--- src/hdl/dbs_pkg.sv ---
`default_nettype none
// ----------------------------------------------------------------------------
// dbs_pkg: shared types and constants of the detection box squarer
// Field widths, register map, configuration bundle, controller commands.
// ----------------------------------------------------------------------------
package dbs_pkg;

  localparam int EDGE_W     = 27;
  localparam int CONF_W     = 16;
  localparam int SCALE_W    = 29;
  localparam int FACTOR_W   = 12;
  localparam int DIM_W      = 14;
  localparam int POS_W      = 13;
  localparam int COUNT_W    = 11;
  localparam int CFG_IDX_W  = 3;
  localparam int CFG_DATA_W = 29;

  localparam int FRAC_W  = 32;
  localparam int PROD_W  = EDGE_W + SCALE_W + 1;
  localparam int HI_W    = PROD_W - FRAC_W;
  localparam int COORD_W = 28;
  localparam int BOUND_W = COORD_W + 1;
  localparam int GROW_W  = COORD_W + 6;
  localparam int LEN_W   = COORD_W + FACTOR_W + 2;
  localparam int LEN_SH  = 9;
  localparam int HALF_W  = LEN_W - LEN_SH;

  localparam logic [DIM_W-1:0]    DIM_MAX    = 14'd8192;
  localparam logic [DIM_W-1:0]    DIM_MIN    = 14'd1;
  localparam logic [FACTOR_W:0]   UNIT_GAIN  = 13'd256;
  localparam logic [GROW_W-1:0]   SIDE_MUL   = 34'd20;
  localparam logic [GROW_W-1:0]   LIMIT_MUL  = 34'd17;

  typedef enum logic [CFG_IDX_W-1:0] {
    REG_RECORD_FORMAT        = 3'd0,
    REG_MAX_RECORDS          = 3'd1,
    REG_SCORE_FLOOR          = 3'd2,
    REG_ENLARGE_FACTOR       = 3'd3,
    REG_IMAGE_WIDTH          = 3'd4,
    REG_IMAGE_HEIGHT         = 3'd5,
    REG_X_SCALE              = 3'd6,
    REG_Y_SCALE              = 3'd7
  } cfg_reg_t;

  typedef struct packed {
    logic                  record_format;
    logic [COUNT_W-1:0]    max_records;
    logic [CONF_W-1:0]     score_floor;
    logic [FACTOR_W-1:0]   enlarge_factor;
    logic [DIM_W-1:0]      image_width;
    logic [DIM_W-1:0]      image_height;
    logic [SCALE_W-1:0]    x_scale;
    logic [SCALE_W-1:0]    y_scale;
  } cfg_t;

  localparam cfg_t CFG_RESET = '{
    record_format:        1'b1,
    max_records:          11'd200,
    score_floor:          16'd32768,
    enlarge_factor:       12'd307,
    image_width:          14'd640,
    image_height:         14'd480,
    x_scale:              29'd41943040,
    y_scale:              29'd31457280
  };

  typedef struct packed {
    logic load_in;
    logic step_mul;
    logic step_edge;
    logic step_cent;
    logic step_enl;
    logic load_out;
  } cmd_t;

  typedef struct packed {
    logic score_pass;
    logic box_keep;
  } status_t;

endpackage
`default_nettype wire

--- src/hdl/dbs_ctrl.sv ---
`default_nettype none
// ----------------------------------------------------------------------------
// dbs_ctrl: record sequencer
// Record counting, list end tracking, step sequencing and output valid.
// ----------------------------------------------------------------------------
module dbs_ctrl #(
  parameter int RECORD_LIMIT = 1024
) (
  input  wire logic             clk,
  input  wire logic             rst_n,
  input  wire dbs_pkg::cfg_t    cfg,
  input  wire logic             in_valid,
  input  wire logic             in_neg,
  input  wire logic             in_last,
  output logic                  in_ready,
  input  wire logic             out_ready,
  output logic                  out_valid,
  input  wire dbs_pkg::status_t status,
  output dbs_pkg::cmd_t         cmd
);

  localparam int COUNT_MAX = (1 << dbs_pkg::COUNT_W) - 1;
  localparam int LIMIT_CAP = (RECORD_LIMIT > COUNT_MAX) ? COUNT_MAX : RECORD_LIMIT;
  localparam logic [dbs_pkg::COUNT_W-1:0] LIMIT_C = dbs_pkg::COUNT_W'(LIMIT_CAP);

  typedef enum logic [2:0] {
    S_IDLE,
    S_MUL,
    S_EDGE,
    S_CENT,
    S_ENL,
    S_CLAMP
  } state_t;

  state_t                       state_r, state_nxt;
  logic [dbs_pkg::COUNT_W-1:0]  count_r, count_nxt;
  logic                         ended_r, ended_nxt;
  logic                         out_valid_r, out_valid_nxt;
  logic [dbs_pkg::COUNT_W-1:0]  eff_limit;
  logic                         examine;

  assign eff_limit = (cfg.max_records < LIMIT_C) ? cfg.max_records : LIMIT_C;
  assign examine   = !ended_r && (count_r < eff_limit);
  assign in_ready  = (state_r == S_IDLE);
  assign out_valid = out_valid_r;

  always_comb begin
    state_nxt     = state_r;
    count_nxt     = count_r;
    ended_nxt     = ended_r;
    out_valid_nxt = out_valid_r && !out_ready;
    cmd           = '0;
    case (state_r)
      S_IDLE: begin
        cmd.load_in = in_valid;
        if (in_valid) begin
          if (examine) begin
            count_nxt = dbs_pkg::COUNT_W'(count_r + 1'b1);
            if (cfg.record_format && in_neg) begin
              ended_nxt = 1'b1;
            end else if (status.score_pass) begin
              state_nxt = S_MUL;
            end
          end
          if (in_last) begin
            count_nxt = '0;
            ended_nxt = 1'b0;
          end
        end
      end
      S_MUL: begin
        cmd.step_mul = 1'b1;
        state_nxt    = S_EDGE;
      end
      S_EDGE: begin
        cmd.step_edge = 1'b1;
        state_nxt     = S_CENT;
      end
      S_CENT: begin
        cmd.step_cent = 1'b1;
        state_nxt     = S_ENL;
      end
      S_ENL: begin
        cmd.step_enl = 1'b1;
        state_nxt    = S_CLAMP;
      end
      S_CLAMP: begin
        if (!status.box_keep) begin
          state_nxt = S_IDLE;
        end else if (!out_valid_r || out_ready) begin
          cmd.load_out  = 1'b1;
          out_valid_nxt = 1'b1;
          state_nxt     = S_IDLE;
        end
      end
      default: begin
        state_nxt = S_IDLE;
      end
    endcase
  end

  always_ff @(posedge clk) begin
    if (!rst_n) begin
      state_r     <= S_IDLE;
      count_r     <= '0;
      ended_r     <= 1'b0;
      out_valid_r <= 1'b0;
    end else begin
      state_r     <= state_nxt;
      count_r     <= count_nxt;
      ended_r     <= ended_nxt;
      out_valid_r <= out_valid_nxt;
    end
  end

endmodule
`default_nettype wire

--- config.mk ---
export PLATFORM = sky130hd
export DESIGN_NAME = dbs_ctrl
export DESIGN_NICKNAME = d
export VERILOG_FILES = /design/src/hdl/dbs_pkg.sv /design/src/hdl/dbs_ctrl.sv
export SDC_FILE = /design/constraint.sdc
export NUM_CORES = 1
export LEC_CHECK = 0
export ABC_AREA = 1
export BUFFER_PORTS_ARGS = -buffer_cell sky130_fd_sc_hd__buf_2
export CORE_ASPECT_RATIO = 1.5
export CORE_MARGIN = 8
export CORE_UTILIZATION = 31
export DETAILED_ROUTE_END_ITERATION = 12
export PLACE_DENSITY_LB_ADDON = 0.08
export SKIP_CTS_REPAIR_TIMING = 1
export SYNTH_ARGS = -nofsm -noshare
export SYNTH_HDL_FRONTEND = slang
export SYNTH_SLANG_ARGS = --single-unit
--- constraint.sdc ---
create_clock -name clk -period 1.5 [get_ports clk]
set_input_delay 0.075 -clock clk [delete_from_list [all_inputs] [get_ports clk]]
set_output_delay 0.075 -clock clk [all_outputs]
set_load 0.05 [all_outputs]
==> reports/metrics.yaml <==
regArea_um2: 331.6
clkSinkCount: 16
grt_pass1_vias: 1485
finClkSkew_ns: 0.0007993
hold_path.startpoint: "rst_n"
multiInputGateArea_um2: 1117
ir_drop_v: 0.0008076
antenna_found_initial: 0
tightest_slew_ns: 0.3945
first_iter_violations: 32
hold_viol_final: 0
cp_data_arrival_time_ns: 1.76
syn_area_per_cell_um2: 6.286
synth_fa_ha_area_frac: 0.1048
max_freq_mhz: 633.9
grt_start_max_net_pins: 12
antenna_left: 0
crit_path_end_kind: "flop"
dieArea_um2: 6620
drt_wl_total_mm: 4.265
synth-xor-area-share: 0.02000
cellLeakagePower_nw: 0.9559
crit_type: "flop to flop"
cts_root_buf: "clkbuf_8"
cpMaxStageDelayCell: "dfxtp_4"
die-height_um: 95.73
min_period_ns: 1.578
netlist-cell-type-count: 24
antenna_cells: 0
fp.coreArea_um2: 4136
yosys.area.top_type: "dfxtp_1"
async_flop_share: 0
fillers: 442
syn_inst: 209
firstDrtPassIters: 4
synth_seq_area_share: 0.2438
worst_path_largest_cell_delay_ns: 0.36
slew_violations: 0
ys.flop_type: "dfxtp_1"
ys_ff_latch: 16
grt_overflow: 0
dp_cells: 298
setup-tns-final_ns: -0.6455
cts_max_path_buffers: 2
drv_cap: 0
synth_fp_nets: 354
rsz0062_at_grt: "true"
finalSetupViolCount: 13
outcome: "complete, but fails checks"
power_density_nw_per_um2: 978.3
period_share: 1.052
num_vias: 1510
hold_slack_ns: 0.06442
drive_above_1_share: 0.4677
area_growth_pct: 54.00
fin_area_um2: 2023
die_width_um: 69.16
cts.clk_slew.worst_paths_ns: 0.07
grt_usage: 0.1194
holdCritPathClass: "primary input to flop"
avgRoutedWirePerCell_um: 13.80
final_cell_mix: "40 x nand2_1, 26 x buf_2, 25 x inv_1, 24 x nor2_1, 21 x buf_4"
path_max_fanout: 4
dpl-instance-area_um2: 1642
required_ns: 1.68
start_kind: "flop"
synthesis.area_um2: 1314
yosys_warnings: 0
insertion_delay_ns: 0.26
fin_nets: 409
grt_pass1_wl_mm: 6.410
synth_top_family_by_area: "simple AND/OR/NAND/NOR gates"
fin_cells: 309
synth_area_leaders: "dfxtp_1 24%, nand2_1 14%, ha_1 10%"
setup_ws_ns: -0.07758
final_common_cell: "nand2_1"
initial_core_util: 0.3176
ios: 142
synth_compound_area_frac: 0.06857
rows: 29
gp_congestion: 0.7775
cts_tree: "built"
synthSimpleGateAreaFrac: 0.4629
numPortBuffers: 27
startpoint: "count_r[10]"
htree_levels: 1
reg2regPathDepth: 8
violations: "setup timing"
crit_chain: "ha_4 -> nand2_2 -> nand3_2 -> nor2_4 -> nand2_2 -> nor2_4 -> nand4_1 -> a21oi_1"
worst_slew_margin_rel: 0.7354
cts-buffers-inserted: 3
synthMuxAreaShare: 0
min_path_cells: 3
rr_startpoint: "count_r[10]"
hpwl_mm: 3.149
viasPerCell: 4.887
synth.top_cell.area_share: 0.2438
synth_edf_count: 0
drc: 0
synthesized netlist by cell type, types with 2 or more instances:
cell type / number
a21oi_1: 13
clkinv_1: 2
dfxtp_1: 16
ha_1: 11
inv_1: 27
inv_2: 2
nand2_1: 49
nand2_2: 7
nand3_1: 27
nand4_1: 7
nor2_1: 29
nor2_2: 4
o21ai_0: 2
xor2_1: 3
report_power, final:
part	total, W	internal (W)	switching (W)
combinational	0.00106	0.000388	0.000672
clock	0.000415	0.000234	0.000181
sequential	0.000504	0.000467	0.0000374
total	0.00198	0.00109	0.000890
metrics by stage:
stage               setup slack [ns]  power, W    util
finish                      -0.07758  0.001979  0.4891
global placement             -0.3222  0.001372  0.3969
detailed placement           -0.3610  0.001368  0.3969
global route                 -0.1648  0.002101  0.4891
floorplan                    0.02221  0.001093       -
CTS                          -0.1855  0.001787  0.4102
path summary, 6_finish.rpt:
| check | end | slack (ns) |
|---|---|---|
| worst max-delay path | count_r[5] | -0.08 |
| worst max register to register | count_r[5] | -0.08 |
| worst min register to register | ended_r | 0.48 |
| worst min-delay path | state_r[0] | 0.06 |
critical path, delay by kind of cell, from the launching register on:
family,cells,cell delay [ns]
DFF,1,0.36
AOI/OAI and AO/OA,1,0.14
adders and majority gates,1,0.24
and+or+nand+nor,6,0.76
sequential cells by signal (all words and copies together), names as in the netlist:
register and cells:
ended_r 1, state_r 3, out_valid 1, count_r 11
kinds of logic (layout without fill, tap and decap cells):
logic type | count (synthesis) | in the layout
compound gates | 17 | 17
xor+xnor | 3 | 3
fa+ha+maj | 11 | 11
buf+inv | 34 | 86
flops | 16 | 16
simple gates | 128 | 130
area by class of cell:
cell class,instances,area share
inverters,31,0.05937
repair buffers,51,0.1688
clock buffers,4,0.02721
multi-input cells,161,0.5523
well taps,46,0.02845
flip-flops and latches,16,0.1639
layer usage:
layer / global-route usage / up-vias / share of wire
li1: - / 788 / -
met2: 0.2367 / 34 / 0.53
met5: 0 / - / 0
met4: 0.06003 / 0 / 0.025
met1: 0.1160 / 678 / 0.41
met3: 0.02064 / 10 / 0.030
Note: power is estimated with default switching activity, not from simulation.
